===== config.mk =====
export PLATFORM = sky130hd
export DESIGN_NAME = weight_vector_norm_unit
export DESIGN_NICKNAME = d
export VERILOG_FILES = /design/src/design/wvn_pkg.sv /design/src/design/wvn_mul.sv /design/src/design/wvn_acc.sv /design/src/design/wvn_sqrt.sv /design/src/design/weight_vector_norm_unit.sv
export SDC_FILE = /design/constraint.sdc
export NUM_CORES = 1
export LEC_CHECK = 0
export ABC_AREA = 1
export BUFFER_PORTS_ARGS = -buffer_cell sky130_fd_sc_hd__buf_4
export CAP_MARGIN = 20
export CORE_ASPECT_RATIO = 0.8
export CORE_MARGIN = 2
export CORE_UTILIZATION = 55
export DETAILED_ROUTE_END_ITERATION = 16
export GPL_ROUTABILITY_DRIVEN = 0
export PLACE_DENSITY = 0.73
export SYNTH_ARGS = -nofsm -noshare
export SYNTH_HDL_FRONTEND = slang
export SYNTH_SLANG_ARGS = --single-unit

===== constraint.sdc =====
create_clock -name clock -period 4.1 [get_ports clock]
set_input_delay 0.41 -clock clock [delete_from_list [all_inputs] [get_ports clock]]
set_output_delay 0.41 -clock clock [all_outputs]
set_load 0.05 [all_outputs]

===== src/design/wvn_pkg.sv =====
`timescale 1ns / 1ps
`default_nettype none
// ----------------------------------------------------------------------------
// wvn_pkg
// Shared types and constants for the weight vector norm unit.
// ----------------------------------------------------------------------------
package wvn_pkg;

   localparam int OUT_BITS      = 31;
   localparam int MODE_BITS     = 2;
   localparam int CSR_ADDR_BITS = 3;
   localparam int CSR_DATA_BITS = 32;

   // register index taken from the word part of the address
   localparam logic CSR_IDX_NORM_MODE = 1'b0;

   typedef enum logic [MODE_BITS-1:0] {
      NORM_MAX    = 2'd0,
      NORM_SUM    = 2'd1,
      NORM_EUCLID = 2'd2
   } norm_mode_type;

   typedef enum logic [2:0] {
      ST_IDLE,
      ST_MUL,
      ST_ACC,
      ST_SQRT,
      ST_OUT
   } state_type;

   typedef struct packed {
      logic start;
      logic is_max;
      logic clear;
   } acc_ctl_type;

endpackage
`default_nettype wire


===== src/design/wvn_mul.sv =====
`timescale 1ns / 1ps
`default_nettype none
// ----------------------------------------------------------------------------
// wvn_mul
// Shift-add squarer: one multiplier bit per cycle, product LSB shifted out.
// ----------------------------------------------------------------------------
module wvn_mul import wvn_pkg::*; #(
   parameter int WEIGHT_BITS = 31
) (
   input  wire logic                       clock,
   input  wire logic                       reset,
   input  wire logic                       start,
   input  wire logic [WEIGHT_BITS-1:0]     mcand,
   output logic                            done,
   output logic [2*WEIGHT_BITS-1:0]        product
);

   localparam int CNT_BITS = $clog2(WEIGHT_BITS);

   logic                       busy_ff, busy_in;
   logic [CNT_BITS-1:0]        cnt_ff, cnt_in;
   logic [WEIGHT_BITS-1:0]     mcand_ff, mcand_in;
   logic [2*WEIGHT_BITS-1:0]   prod_ff, prod_in;
   logic [WEIGHT_BITS:0]       partial;

   always_comb begin
      partial  = {1'b0, prod_ff[2*WEIGHT_BITS-1:WEIGHT_BITS]}
               + (prod_ff[0] ? {1'b0, mcand_ff} : '0);
      busy_in  = busy_ff;
      cnt_in   = cnt_ff;
      mcand_in = mcand_ff;
      prod_in  = prod_ff;
      if (start) begin
         busy_in  = 1'b1;
         cnt_in   = CNT_BITS'(WEIGHT_BITS - 1);
         mcand_in = mcand;
         prod_in  = {{WEIGHT_BITS{1'b0}}, mcand};
      end else if (busy_ff) begin
         prod_in = {partial, prod_ff[WEIGHT_BITS-1:1]};
         cnt_in  = cnt_ff - 1'b1;
         if (cnt_ff == '0) begin
            busy_in = 1'b0;
         end
      end
   end

   always_ff @(posedge clock) begin
      if (reset) begin
         busy_ff <= 1'b0;
      end else begin
         busy_ff <= busy_in;
      end
      cnt_ff   <= cnt_in;
      mcand_ff <= mcand_in;
      prod_ff  <= prod_in;
   end

   assign done    = busy_ff && (cnt_ff == '0);
   assign product = prod_ff;

endmodule
`default_nettype wire


===== src/design/wvn_acc.sv =====
`timescale 1ns / 1ps
`default_nettype none
// ----------------------------------------------------------------------------
// wvn_acc
// Bit-serial accumulator: saturating add or running maximum, LSB first.
// ----------------------------------------------------------------------------
module wvn_acc import wvn_pkg::*; #(
   parameter int ACC_BITS = 64
) (
   input  wire logic                    clock,
   input  wire logic                    reset,
   input  wire acc_ctl_type             ctl,
   input  wire logic [ACC_BITS-1:0]     addend,
   input  wire logic                    addend_big,
   output logic                         done,
   output logic [ACC_BITS-1:0]          acc_value,
   output logic                         overflow
);

   localparam int CNT_BITS = $clog2(ACC_BITS);

   logic [ACC_BITS-1:0] acc_ff, acc_in;
   logic                ovf_ff, ovf_in;
   logic [ACC_BITS-1:0] add_ff, add_in;
   logic                big_ff, big_in;
   logic                max_ff, max_in;
   logic                carry_ff, carry_in;
   logic                gt_ff, gt_in;
   logic                busy_ff, busy_in;
   logic [CNT_BITS-1:0] cnt_ff, cnt_in;

   logic                a_bit, b_bit, sum_bit, carry_next, gt_next;
   logic [ACC_BITS-1:0] add_rot, acc_rot;

   always_comb begin
      a_bit      = acc_ff[0];
      b_bit      = add_ff[0];
      sum_bit    = a_bit ^ b_bit ^ carry_ff;
      carry_next = (a_bit & b_bit) | (carry_ff & (a_bit ^ b_bit));
      // first differing bit from the top decides, so later bits override
      gt_next    = (a_bit != b_bit) ? b_bit : gt_ff;
      add_rot    = {b_bit, add_ff[ACC_BITS-1:1]};
      acc_rot    = {(max_ff ? a_bit : sum_bit), acc_ff[ACC_BITS-1:1]};

      acc_in   = acc_ff;
      ovf_in   = ovf_ff;
      add_in   = add_ff;
      big_in   = big_ff;
      max_in   = max_ff;
      carry_in = carry_ff;
      gt_in    = gt_ff;
      busy_in  = busy_ff;
      cnt_in   = cnt_ff;

      priority if (ctl.clear) begin
         acc_in = '0;
         ovf_in = 1'b0;
      end else if (ctl.start) begin
         add_in   = addend;
         big_in   = addend_big;
         max_in   = ctl.is_max;
         carry_in = 1'b0;
         gt_in    = 1'b0;
         busy_in  = 1'b1;
         cnt_in   = CNT_BITS'(ACC_BITS - 1);
      end else if (busy_ff) begin
         add_in   = add_rot;
         acc_in   = acc_rot;
         carry_in = carry_next;
         gt_in    = gt_next;
         cnt_in   = cnt_ff - 1'b1;
         if (cnt_ff == '0) begin
            busy_in = 1'b0;
            if (max_ff) begin
               if (gt_next) begin
                  acc_in = add_rot;
               end
            end else if (carry_next || big_ff) begin
               acc_in = '1;
               ovf_in = 1'b1;
            end
         end
      end else begin
         // idle: everything holds
         busy_in = 1'b0;
      end
   end

   always_ff @(posedge clock) begin
      if (reset) begin
         acc_ff  <= '0;
         ovf_ff  <= 1'b0;
         busy_ff <= 1'b0;
      end else begin
         acc_ff  <= acc_in;
         ovf_ff  <= ovf_in;
         busy_ff <= busy_in;
      end
      add_ff   <= add_in;
      big_ff   <= big_in;
      max_ff   <= max_in;
      carry_ff <= carry_in;
      gt_ff    <= gt_in;
      cnt_ff   <= cnt_in;
   end

   assign done      = busy_ff && (cnt_ff == '0);
   assign acc_value = acc_ff;
   assign overflow  = ovf_ff;

endmodule
`default_nettype wire


===== src/design/wvn_sqrt.sv =====
`timescale 1ns / 1ps
`default_nettype none
// ----------------------------------------------------------------------------
// wvn_sqrt
// Digit-by-digit floor square root, two radicand bits per cycle, MSB first.
// ----------------------------------------------------------------------------
module wvn_sqrt import wvn_pkg::*; #(
   parameter int ACC_BITS = 64
) (
   input  wire logic                           clock,
   input  wire logic                           reset,
   input  wire logic                           start,
   input  wire logic [ACC_BITS-1:0]            radicand,
   output logic                                done,
   output logic [(ACC_BITS+1)/2-1:0]           root
);

   localparam int SQ_STEPS = (ACC_BITS + 1) / 2;
   localparam int RAD_BITS = 2 * SQ_STEPS;
   localparam int REM_BITS = SQ_STEPS + 3;
   localparam int CNT_BITS = $clog2(SQ_STEPS);

   logic [RAD_BITS-1:0] rad_ff, rad_in, rad_load;
   logic [REM_BITS-1:0] rem_ff, rem_in, rem_sh, trial, diff;
   logic [SQ_STEPS-1:0] root_ff, root_in;
   logic                busy_ff, busy_in;
   logic [CNT_BITS-1:0] cnt_ff, cnt_in;
   logic                ge;

   if (RAD_BITS > ACC_BITS) begin : g_pad
      assign rad_load = {1'b0, radicand};
   end else begin : g_nopad
      assign rad_load = radicand;
   end

   always_comb begin
      rem_sh  = {rem_ff[REM_BITS-3:0], rad_ff[RAD_BITS-1:RAD_BITS-2]};
      trial   = {1'b0, root_ff, 2'b01};
      ge      = (rem_sh >= trial);
      diff    = rem_sh - trial;
      rad_in  = rad_ff;
      rem_in  = rem_ff;
      root_in = root_ff;
      busy_in = busy_ff;
      cnt_in  = cnt_ff;
      if (start) begin
         rad_in  = rad_load;
         rem_in  = '0;
         root_in = '0;
         busy_in = 1'b1;
         cnt_in  = CNT_BITS'(SQ_STEPS - 1);
      end else if (busy_ff) begin
         rad_in  = {rad_ff[RAD_BITS-3:0], 2'b00};
         rem_in  = ge ? diff : rem_sh;
         root_in = {root_ff[SQ_STEPS-2:0], ge};
         cnt_in  = cnt_ff - 1'b1;
         if (cnt_ff == '0) begin
            busy_in = 1'b0;
         end
      end
   end

   always_ff @(posedge clock) begin
      if (reset) begin
         busy_ff <= 1'b0;
      end else begin
         busy_ff <= busy_in;
      end
      rad_ff  <= rad_in;
      rem_ff  <= rem_in;
      root_ff <= root_in;
      cnt_ff  <= cnt_in;
   end

   assign done = busy_ff && (cnt_ff == '0);
   assign root = root_ff;

endmodule
`default_nettype wire


===== src/design/weight_vector_norm_unit.sv =====
`timescale 1ns / 1ps
`default_nettype none
// ----------------------------------------------------------------------------
// weight_vector_norm_unit
// Folds the weight components of a vertex into one max, sum or 2-norm value.
// ----------------------------------------------------------------------------
// One component is taken at a time; the unit stalls the request side until it
// is folded in. The accumulator runs bit-serially in every mode; in Euclidean
// mode the shift-add squarer runs before it. The last component of a vertex
// then loads the output register, after the square root in Euclidean mode,
// and waits there if an earlier result has not been taken yet. A result item
// comes only with the last component; the accumulator and overflow mark are
// then cleared.
// ----------------------------------------------------------------------------
module weight_vector_norm_unit import wvn_pkg::*; #(
   parameter int WEIGHT_BITS = 31,
   parameter int ACC_BITS    = 64
) (
   input  wire logic                       clock,
   input  wire logic                       reset,
   input  wire logic                       req_valid,
   output logic                            req_stall,
   input  wire logic [OUT_BITS-1:0]        req_weight,
   input  wire logic                       req_last_component,
   output logic                            rsp_valid,
   input  wire logic                       rsp_stall,
   output logic [OUT_BITS-1:0]             rsp_norm_value,
   output logic                            rsp_saturated,
   input  wire logic                       csr_psel,
   input  wire logic                       csr_penable,
   input  wire logic                       csr_pwrite,
   input  wire logic [CSR_ADDR_BITS-1:0]   csr_paddr,
   input  wire logic [CSR_DATA_BITS-1:0]   csr_pwdata,
   output logic [CSR_DATA_BITS-1:0]        csr_prdata,
   output logic                            csr_pready
);

   localparam int PROD_BITS = 2 * WEIGHT_BITS;
   localparam int SQ_STEPS  = (ACC_BITS + 1) / 2;

   state_type                  state_ff, state_in;
   logic                       go_ff, go_in;
   logic [MODE_BITS-1:0]       norm_mode_ff;
   logic [WEIGHT_BITS-1:0]     weight_ff;
   logic                       last_ff;
   logic                       euclid_ff;
   logic                       max_ff;
   logic                       rsp_valid_ff, rsp_valid_in;
   logic [OUT_BITS-1:0]        rsp_value_ff;
   logic                       rsp_sat_ff;

   logic                       accept, cfg_write, cfg_euclid, cfg_max;
   logic                       mul_start, mul_done, sqrt_start, sqrt_done, acc_done;
   logic                       rsp_load;
   acc_ctl_type                acc_ctl;
   logic [PROD_BITS-1:0]       product;
   logic [ACC_BITS-1:0]        prod_ext, addend, acc_value, res_wide;
   logic                       prod_big, addend_big, acc_ovf, clamp;
   logic [SQ_STEPS-1:0]        root;
   logic [OUT_BITS-1:0]        res_value;
   logic                       res_sat;

   assign accept     = req_valid && !req_stall;
   assign cfg_write  = csr_psel && csr_penable && csr_pwrite && csr_pready
                       && (csr_paddr[2] == CSR_IDX_NORM_MODE);
   assign cfg_euclid = (norm_mode_ff == NORM_EUCLID);
   // the unused mode code folds as maximum
   assign cfg_max    = !cfg_euclid && (norm_mode_ff != NORM_SUM);

   // configuration port
   assign csr_pready = 1'b1;
   assign csr_prdata = (csr_paddr[2] == CSR_IDX_NORM_MODE)
                       ? {{(CSR_DATA_BITS-MODE_BITS){1'b0}}, norm_mode_ff} : '0;

   always_ff @(posedge clock) begin
      if (reset) begin
         norm_mode_ff <= NORM_MAX;
      end else if (cfg_write) begin
         norm_mode_ff <= csr_pwdata[MODE_BITS-1:0];
      end
   end

   // square width against accumulator width
   if (PROD_BITS > ACC_BITS) begin : g_prod_wide
      assign prod_ext = product[ACC_BITS-1:0];
      assign prod_big = |product[PROD_BITS-1:ACC_BITS];
   end else if (PROD_BITS == ACC_BITS) begin : g_prod_same
      assign prod_ext = product;
      assign prod_big = 1'b0;
   end else begin : g_prod_narrow
      assign prod_ext = {{(ACC_BITS-PROD_BITS){1'b0}}, product};
      assign prod_big = 1'b0;
   end

   assign addend     = euclid_ff ? prod_ext : {{(ACC_BITS-WEIGHT_BITS){1'b0}}, weight_ff};
   assign addend_big = euclid_ff && prod_big;

   wvn_mul #(
      .WEIGHT_BITS (WEIGHT_BITS)
   ) u_mul (
      .clock   (clock),
      .reset   (reset),
      .start   (mul_start),
      .mcand   (weight_ff),
      .done    (mul_done),
      .product (product)
   );

   wvn_acc #(
      .ACC_BITS (ACC_BITS)
   ) u_acc (
      .clock      (clock),
      .reset      (reset),
      .ctl        (acc_ctl),
      .addend     (addend),
      .addend_big (addend_big),
      .done       (acc_done),
      .acc_value  (acc_value),
      .overflow   (acc_ovf)
   );

   wvn_sqrt #(
      .ACC_BITS (ACC_BITS)
   ) u_sqrt (
      .clock    (clock),
      .reset    (reset),
      .start    (sqrt_start),
      .radicand (acc_value),
      .done     (sqrt_done),
      .root     (root)
   );

   // result and clamp to the output width
   always_comb begin
      res_wide  = euclid_ff ? ACC_BITS'(root) : acc_value;
      clamp     = |res_wide[ACC_BITS-1:OUT_BITS];
      res_value = clamp ? '1 : res_wide[OUT_BITS-1:0];
      res_sat   = acc_ovf || clamp;
   end

   // sequencer
   always_comb begin
      state_in       = state_ff;
      go_in          = 1'b0;
      req_stall      = 1'b1;
      mul_start      = 1'b0;
      sqrt_start     = 1'b0;
      acc_ctl        = '0;
      acc_ctl.is_max = max_ff;
      rsp_load       = 1'b0;
      unique case (state_ff)
         ST_IDLE: begin
            req_stall = 1'b0;
            if (req_valid) begin
               go_in    = 1'b1;
               state_in = cfg_euclid ? ST_MUL : ST_ACC;
            end
         end
         ST_MUL: begin
            mul_start = go_ff;
            if (mul_done) begin
               go_in    = 1'b1;
               state_in = ST_ACC;
            end
         end
         ST_ACC: begin
            acc_ctl.start = go_ff;
            if (acc_done) begin
               if (!last_ff) begin
                  state_in = ST_IDLE;
               end else if (euclid_ff) begin
                  go_in    = 1'b1;
                  state_in = ST_SQRT;
               end else begin
                  state_in = ST_OUT;
               end
            end
         end
         ST_SQRT: begin
            sqrt_start = go_ff;
            if (sqrt_done) begin
               state_in = ST_OUT;
            end
         end
         ST_OUT: begin
            if (!rsp_valid_ff || !rsp_stall) begin
               rsp_load      = 1'b1;
               acc_ctl.clear = 1'b1;
               state_in      = ST_IDLE;
            end
         end
         default: begin
            state_in = ST_IDLE;
         end
      endcase
   end

   always_comb begin
      rsp_valid_in = rsp_valid_ff;
      if (rsp_load) begin
         rsp_valid_in = 1'b1;
      end else if (!rsp_stall) begin
         rsp_valid_in = 1'b0;
      end
   end

   always_ff @(posedge clock) begin
      if (reset) begin
         state_ff     <= ST_IDLE;
         go_ff        <= 1'b0;
         rsp_valid_ff <= 1'b0;
      end else begin
         state_ff     <= state_in;
         go_ff        <= go_in;
         rsp_valid_ff <= rsp_valid_in;
      end
   end

   always_ff @(posedge clock) begin
      if (accept) begin
         weight_ff <= req_weight[WEIGHT_BITS-1:0];
         last_ff   <= req_last_component;
         euclid_ff <= cfg_euclid;
         max_ff    <= cfg_max;
      end
      if (rsp_load) begin
         rsp_value_ff <= res_value;
         rsp_sat_ff   <= res_sat;
      end
   end

   assign rsp_valid      = rsp_valid_ff;
   assign rsp_norm_value = rsp_value_ff;
   assign rsp_saturated  = rsp_sat_ff;

endmodule
`default_nettype wire


==> reports/qor.csv, run 1 <==
stage;metric;value;unit
run_status;status;finished clean;
critical_path;cp.arrival;3.54;ns
clock_tree;cts.path.max_buffers;3;
cells_and_area;n_antenna_cell;0;
floorplan;io_pins;141;
floorplan;core;0.0432;sq mm
cells_and_area;area_growth;11.0;%
critical_path;r2r-start;u_sqrt.root[14];
critical_path;cp_max_fo;39;
cells_and_area;multiInputGateArea;0.0101;sq mm
synthesis;syn_area;0.0241;sq mm
routing;drt-initial-drc-count;2580;
floorplan;num_rows;68;
synthesis;yosys_warnings;0;
clock_tree;htreeDepth;2;
critical_path;critPathLaunchType;flip-flop;
cells_and_area;fillers;3702;
floorplan;die_area;0.0455;sq mm
grt;grtUsageTotal;0.275;
timing;maxClockFrequency;324;MHz
synthesis;yosys.area_share.simple;0.216;
critical_path;end_kind;flip-flop;
critical_path;reg2reg_depth;14;
synthesis;muxShareOfSynthArea;0;
timing;rsz0062_at_grt;false;
floorplan;start_util;0.557;
routing;first_pass_iters;7;
clock_tree;post_cts_buffers;0;
clock_tree;tritoncts;yes;
power_and_ir_drop;leakagePower;12.5;nW
grt;grt-ovfl-total;0;
cells_and_area;layout.cells.most_common;nand2_1;
timing;setup_tns;0;ns
critical_path;worst-r2r-setup-slack;1.02;ns
grt;grt_pass1_vias;19048;
synthesis;synth-main-ff-cell;edfxtp_1;
timing;slew_headroom;0.314;
timing;finalSetupViolCount;0;
clock_tree;cts.sink_count;446;
placed_design;placed_cells;3597;
floorplan;die_w;238;um
timing;drv_slew;0;
clock_tree;cts_hold_buf;31;
clock_tree;clk_pin_slew;0.06;ns
synthesis;synth-xor-area-share;0.00836;
synthesis;async_flop_share;0;
routing;drc;0;
timing;period_minus_slack;3.08;ns
cells_and_area;nNetsFinal;3265;
cells_and_area;stdcell_count;3714;
clock_tree;clk_latency;0.58;ns
synthesis;postSynthCellCount;3075;
clock_tree;root_buffer;clkbuf_16;
hold_path;holdCritPathClass;in2reg;
routing;totalWireLength;62.6;mm
critical_path;cp.required;4.55;ns
routing;wire_per_inst;16.9;um
routing;drtAntennaViolNets;0;
synthesis;synth_cell_types;47;
timing;post-route-period-util;0.752;
clock_tree;numCtsBuffers;46;
critical_path;reg2reg_to;u_sqrt.rem_ff[17];
synthesis;synth_seq_cells;446;
cells_and_area;final_cell_mix;nand2_1, inv_1, o21ai_0;
placed_design;port_buffers;77;
run;maxCapViolCount;0;
hold_path;whs_path_depth;1;
clock_tree;cts_resized;0;
cells_and_area;seqCellArea;0.0116;sq mm
timing;hold_viol_final;0;
synthesis;synthAdderAreaFrac;0.0385;
synthesis;synth_top_family_by_area;simple AND/OR/NAND/NOR gates;
placed_design;hpwlAfterDp;44.3;mm
synthesis;seq_area_frac_synth;0.481;
synthesis;synth-compound-area-share;0.148;
timing;worst_slew_pin_slew;1.03;ns
grt;grt_max_degree;89;
hold_path;hold_end;last_ff;
synthesis;synth_edf_count;265;
synthesis;avgSynthCellArea;7.83;sq um
power_and_ir_drop;power.density;714;mW/mm^2
hold_path;hold_start;req_last_component;
grt;antenna_found_initial;0;
timing;skew;0.0244;ns
routing;detail_route.vias_per_cell;5.67;
power_and_ir_drop;ir_drop;0.418;mV
floorplan;die_h;191;um
routing;vias;21068;
critical_path;crit_type;reg2reg;
grt;grt_pass1_wl;99.5;mm
cells_and_area;drive_above_1_share;0.0720;
## layer usage
| layer | wire, um | track usage |
|---|---|---|
| met1 | 28500 | 0.408 |
| met2 | 26300 | 0.406 |
| met3 | 5670 | 0.0403 |
| met4 | 2130 | 0.104 |
| met5 | 0 | 0 |
## how the worst max path moves through the flow
stage / cells after the start / start / end
CTS: 14 / u_sqrt.root[14] / u_sqrt.rem_ff[17]
finish: 14 / u_sqrt.root[14] / u_sqrt.rem_ff[17]
floorplan: 7 / state_ff[2] / u_acc.add_ff[0]
global route: 14 / u_sqrt.root[11] / u_sqrt.rem_ff[29]
detailed placement: 14 / u_sqrt.root[14] / u_sqrt.rem_ff[17]
global placement: 14 / u_sqrt.root[14] / u_sqrt.rem_ff[17]
## layout make-up
| cell class | count | share of cell area |
|---|---|---|
| Multi-Input combinational cell | 2014 | 0.376 |
| Sequential cell | 446 | 0.433 |
| Clock buffer | 63 | 0.0474 |
| Timing Repair Buffer | 137 | 0.0432 |
| Tap cell | 560 | 0.0262 |
| Clock inverter | 21 | 0.00730 |
| Inverter | 473 | 0.0665 |
## metrics by stage
| step | hold slack (ns) | worst slack, ns | cell area (sq um) | power [W] | util |
|---|---|---|---|---|---|
| 4_1_cts | 0.0213 | 1.15 | 26700 | 0.0188 | 0.618 |
| 2_1_floorplan | 0.400 | 0.897 | 24200 | 0.0126 | - |
| 6_report | 0.0418 | 1.02 | 26700 | 0.0191 | 0.619 |
| 3_5_place_dp | 0.421 | 1.13 | 24900 | 0.0147 | 0.577 |
| 3_3_place_gp | 0.418 | 1.21 | 24900 | 0.0144 | 0.577 |
| 5_1_grt | 0.0167 | 0.870 | 26700 | 0.0204 | 0.619 |
## critical path, stage by stage, from the launching register on
cell	delay (ns)
dfxtp_1	0.39
inv_1	0.14
ha_1	0.42
nand2_1	0.11
nand2_1	0.08
nand2_1	0.07
nand2_1	0.09
a21oi_1	0.18
nand3_1	0.26
nand2_2	0.16
nand2_2	0.47
nand2_4	0.36
nor2_2	0.05
nor2_1	0.12
nor2_1	0.05
## flip-flops by register name (all words and copies together) (netlist names), 2 cells and up
signal and count:
u_mul.cnt_ff 5, rsp_norm_value 31, u_sqrt.rem_ff 33, u_sqrt.root 32, weight_ff 31, u_sqrt.rad_ff 64
u_acc.cnt_ff 6, u_mul.mcand_ff 31, u_acc.acc_value 64, u_mul.product 62, u_sqrt.cnt_ff 5, state_ff 3
u_acc.add_ff 64, norm_mode_ff 2
## where the power goes
group          switching, W  internal, W
Combinational       0.00604      0.00267
Sequential         0.000549      0.00571
Clock               0.00176      0.00236
Total               0.00835       0.0107
## cell usage after synthesis (17+ instances only)
| library cell | number | share of area |
|---|---|---|
| a21oi_1 | 126 | 0.026 |
| a22oi_1 | 32 | 0.010 |
| buf_2 | 37 | 0.0077 |
| buf_4 | 33 | 0.010 |
| clkbuf_1 | 94 | 0.015 |
| dfxtp_1 | 181 | 0.15 |
| edfxtp_1 | 265 | 0.33 |
| ha_1 | 71 | 0.037 |
| inv_1 | 457 | 0.071 |
| nand2_1 | 860 | 0.13 |
| nand3_1 | 140 | 0.029 |
| nand4_1 | 42 | 0.011 |
| nor2_1 | 163 | 0.025 |
| nor3_1 | 17 | 0.0035 |
| o211ai_1 | 67 | 0.021 |
| o21ai_0 | 270 | 0.056 |
| o22ai_1 | 63 | 0.016 |
| o31ai_1 | 26 | 0.0081 |
| xor2_1 | 20 | 0.0073 |
## cell families (layout without fill, tap and decap cells)
| logic type | Yosys count | after routing |
|---|---|---|
| simple gates | 1270 | 1270 |
| buf+inv | 644 | 694 |
| compound gates | 617 | 617 |
| flops | 446 | 446 |
| fa+ha+maj | 73 | 73 |
| xor+xnor | 23 | 23 |
| other cells | 2 | 31 |
Note: power is estimated with default switching activity, not from simulation.
==> run 2: changes to the inputs <==
==> constraint.sdc (replaced) <==
create_clock -name clock -period 3.18 [get_ports clock]
set_input_delay 0.318 -clock clock [delete_from_list [all_inputs] [get_ports clock]]
set_output_delay 0.318 -clock clock [all_outputs]
set_load 0.05 [all_outputs]
==> run 2 against run 1 <==
Largest power group unchanged. Sequential share of layout area shrank 0.29 points. Clock skew grew 0.0021 ns. Fmax grew 13%. Routed wire length grew 0.19%. Clock power grew 30%. Die area is the same. Utilization grew 0.42 points. Global-route usage grew 0.11 points. First-iteration DRC count shrank 7.3%. Count of clock-buffer cells in the layout grew 6. Non-clock buffer count grew 10. Design area grew 0.68%.
==> reports/qor.csv, run 2 (synthesis gave the netlist of run 1 again) <==
stage;metric;value;unit
clock_tree;tritoncts;yes;
timing;drv_slew;0;
clock_tree;clk_pin_slew;0.06;ns
power_and_ir_drop;seqPwrFrac;0.327;
critical_path;end_kind;flip-flop;
cells_and_area;final_cell_mix;nand2_1, inv_1, o21ai_0;
grt;grt_max_degree;131;
timing;worst_slew_pin_slew;0.832;ns
placed_design;port_buffers;77;
routing;drtAntennaViolNets;0;
power_and_ir_drop;internal_power;0.0140;W
routing;wire_per_inst;16.8;um
grt;grt-ovfl-total;0;
hold_path;hold_start;csr_pwdata[1];
critical_path;cp_max_fo;25;
cells_and_area;n_antenna_cell;0;
grt;grt_pass1_vias;18748;
routing;drc;0;
clock_tree;numCtsBuffers;46;
routing;detail_route.vias_per_cell;5.59;
routing;drt-initial-drc-count;2392;
grt;grt_pass1_wl;100;mm
timing;setup_tns;0;ns
power_and_ir_drop;p_comb_frac;0.456;
routing;first_pass_iters;7;
cells_and_area;finalInstanceArea;0.0269;sq mm
cells_and_area;area_growth;11.8;%
placed_design;hpwlAfterDp;44.6;mm
clock_tree;post_cts_buffers;0;
critical_path;r2r-start;u_sqrt.root[11];
cells_and_area;nNetsFinal;3275;
timing;hold_viol_final;0;
critical_path;cp.arrival;3.22;ns
timing;finalSetupViolCount;0;
power_and_ir_drop;p_sw;0.0108;W
critical_path;worst-r2r-setup-slack;0.44;ns
timing;period_minus_slack;2.74;ns
placed_design;placed_cells;3606;
timing;post-route-period-util;0.861;
timing;slew_headroom;0.445;
hold_path;holdCritPathClass;in2reg;
run;maxCapViolCount;0;
timing;maxClockFrequency;365;MHz
cells_and_area;stdcell_count;3726;
critical_path;reg2reg_depth;15;
power_and_ir_drop;clock_power_share;0.217;
clock_tree;cts_hold_buf;33;
power_and_ir_drop;leakagePower;12.6;nW
grt;antenna_found_initial;1;
power_and_ir_drop;power.density;919;mW/mm^2
power_and_ir_drop;ir_drop;0.572;mV
floorplan;die_w;238;um
timing;holdWs;0.0291;ns
floorplan;die_h;191;um
grt;grtUsageTotal;0.276;
cells_and_area;layout.cells.most_common;nand2_1;
power_and_ir_drop;p_sw_frac;0.436;
critical_path;crit_type;reg2reg;
clock_tree;cts_resized;0;
timing;rsz0062_at_grt;false;
floorplan;core;0.0432;sq mm
cells_and_area;drive_above_1_share;0.0749;
placed_design;place_area;0.0251;sq mm
routing;totalWireLength;62.8;mm
clock_tree;htreeDepth;2;
clock_tree;cts.sink_count;446;
critical_path;crit_start;u_sqrt.root[11];
floorplan;num_rows;68;
floorplan;start_util;0.557;
critical_path;crit_end;u_sqrt.rem_ff[0];
run_status;status;finished clean;
critical_path;critPathLaunchType;flip-flop;
routing;vias;20841;
critical_path;cp.required;3.66;ns
clock_tree;clk_latency;0.60;ns
timing;skew;0.0265;ns
floorplan;die_area;0.0455;sq mm
floorplan;io_pins;141;
critical_path;reg2reg_to;u_sqrt.rem_ff[0];
clock_tree;root_buffer;clkbuf_16;
clock_tree;cts.path.max_buffers;3;
run 2: cell types whose count changed in the layout (fill, tap and decap cells not counted), sizes merged:
| cell | previous run | this run |
|---|---|---|
| clkbuf | 63 | 69 |
| clkinvlp | 2 | 1 |
| bufinv | 3 | 2 |
| clkinv | 20 | 18 |
| buf | 106 | 114 |
| dlygate4sd3 | 31 | 33 |
run 2: how the worst min path moves through the flow:
stage                                 end  cells past startpoint
after CTS                 norm_mode_ff[1]                      3
after floorplan                 rsp_valid                      1
after global routing      norm_mode_ff[1]                      3
final                     norm_mode_ff[1]                      3
after global placement       u_acc.max_ff                      0
after detailed placement     u_acc.max_ff                      0
run 2: power by group through the flow:
stage	Clock [W]	Combinational [W]	Sequential, W
after floorplan	0	0.00794	0.00824
after global placement	0	0.0106	0.00814
after detailed placement	0	0.0109	0.00818
after CTS	0.00544	0.0110	0.00806
after global routing	0.00568	0.0125	0.00819
final	0.00536	0.0113	0.00809
run 2: per-layer routing:
| layer | up-vias | part of all wire | track usage |
|---|---|---|---|
| met2 | 880 | 0.43 | 0.409 |
| met4 | 2 | 0.023 | 0.0776 |
| met5 | - | 0.00024 | 0 |
| met1 | 9659 | 0.46 | 0.413 |
| li1 | 10198 | - | - |
| met3 | 102 | 0.090 | 0.0495 |
run 2: final cells by class:
cell class	instances	area, sq um
Inverter	473	1780
Fill cell	3696	16300
Clock inverter	17	165
Timing Repair Buffer	147	1310
Tap cell	560	701
Multi-Input combinational cell	2014	10100
Clock buffer	69	1330
Sequential cell	446	11600
run 2: critical path, cell delays in order, from the launching register on:
cell and delay [ns]:
dfxtp_1 0.40, inv_1 0.12, ha_1 0.40, nand2_1 0.15, inv_2 0.05, nand2_1 0.07
nand2_1 0.08, a21oi_1 0.17, nand3_1 0.22, nand2_2 0.13, nand2_2 0.23, buf_12 0.26
inv_2 0.09, nand2_1 0.08, nor2_1 0.12, nor2_1 0.05
run 2: stage by stage:
| stage | util | setup WS, ns | power [W] |
|---|---|---|---|
| floorplan | - | 0.144 | 0.0162 |
| global placement | 0.580 | 0.611 | 0.0188 |
| detailed placement | 0.580 | 0.538 | 0.0190 |
| CTS | 0.622 | 0.530 | 0.0245 |
| global route | 0.623 | 0.212 | 0.0264 |
| finish | 0.623 | 0.441 | 0.0248 |
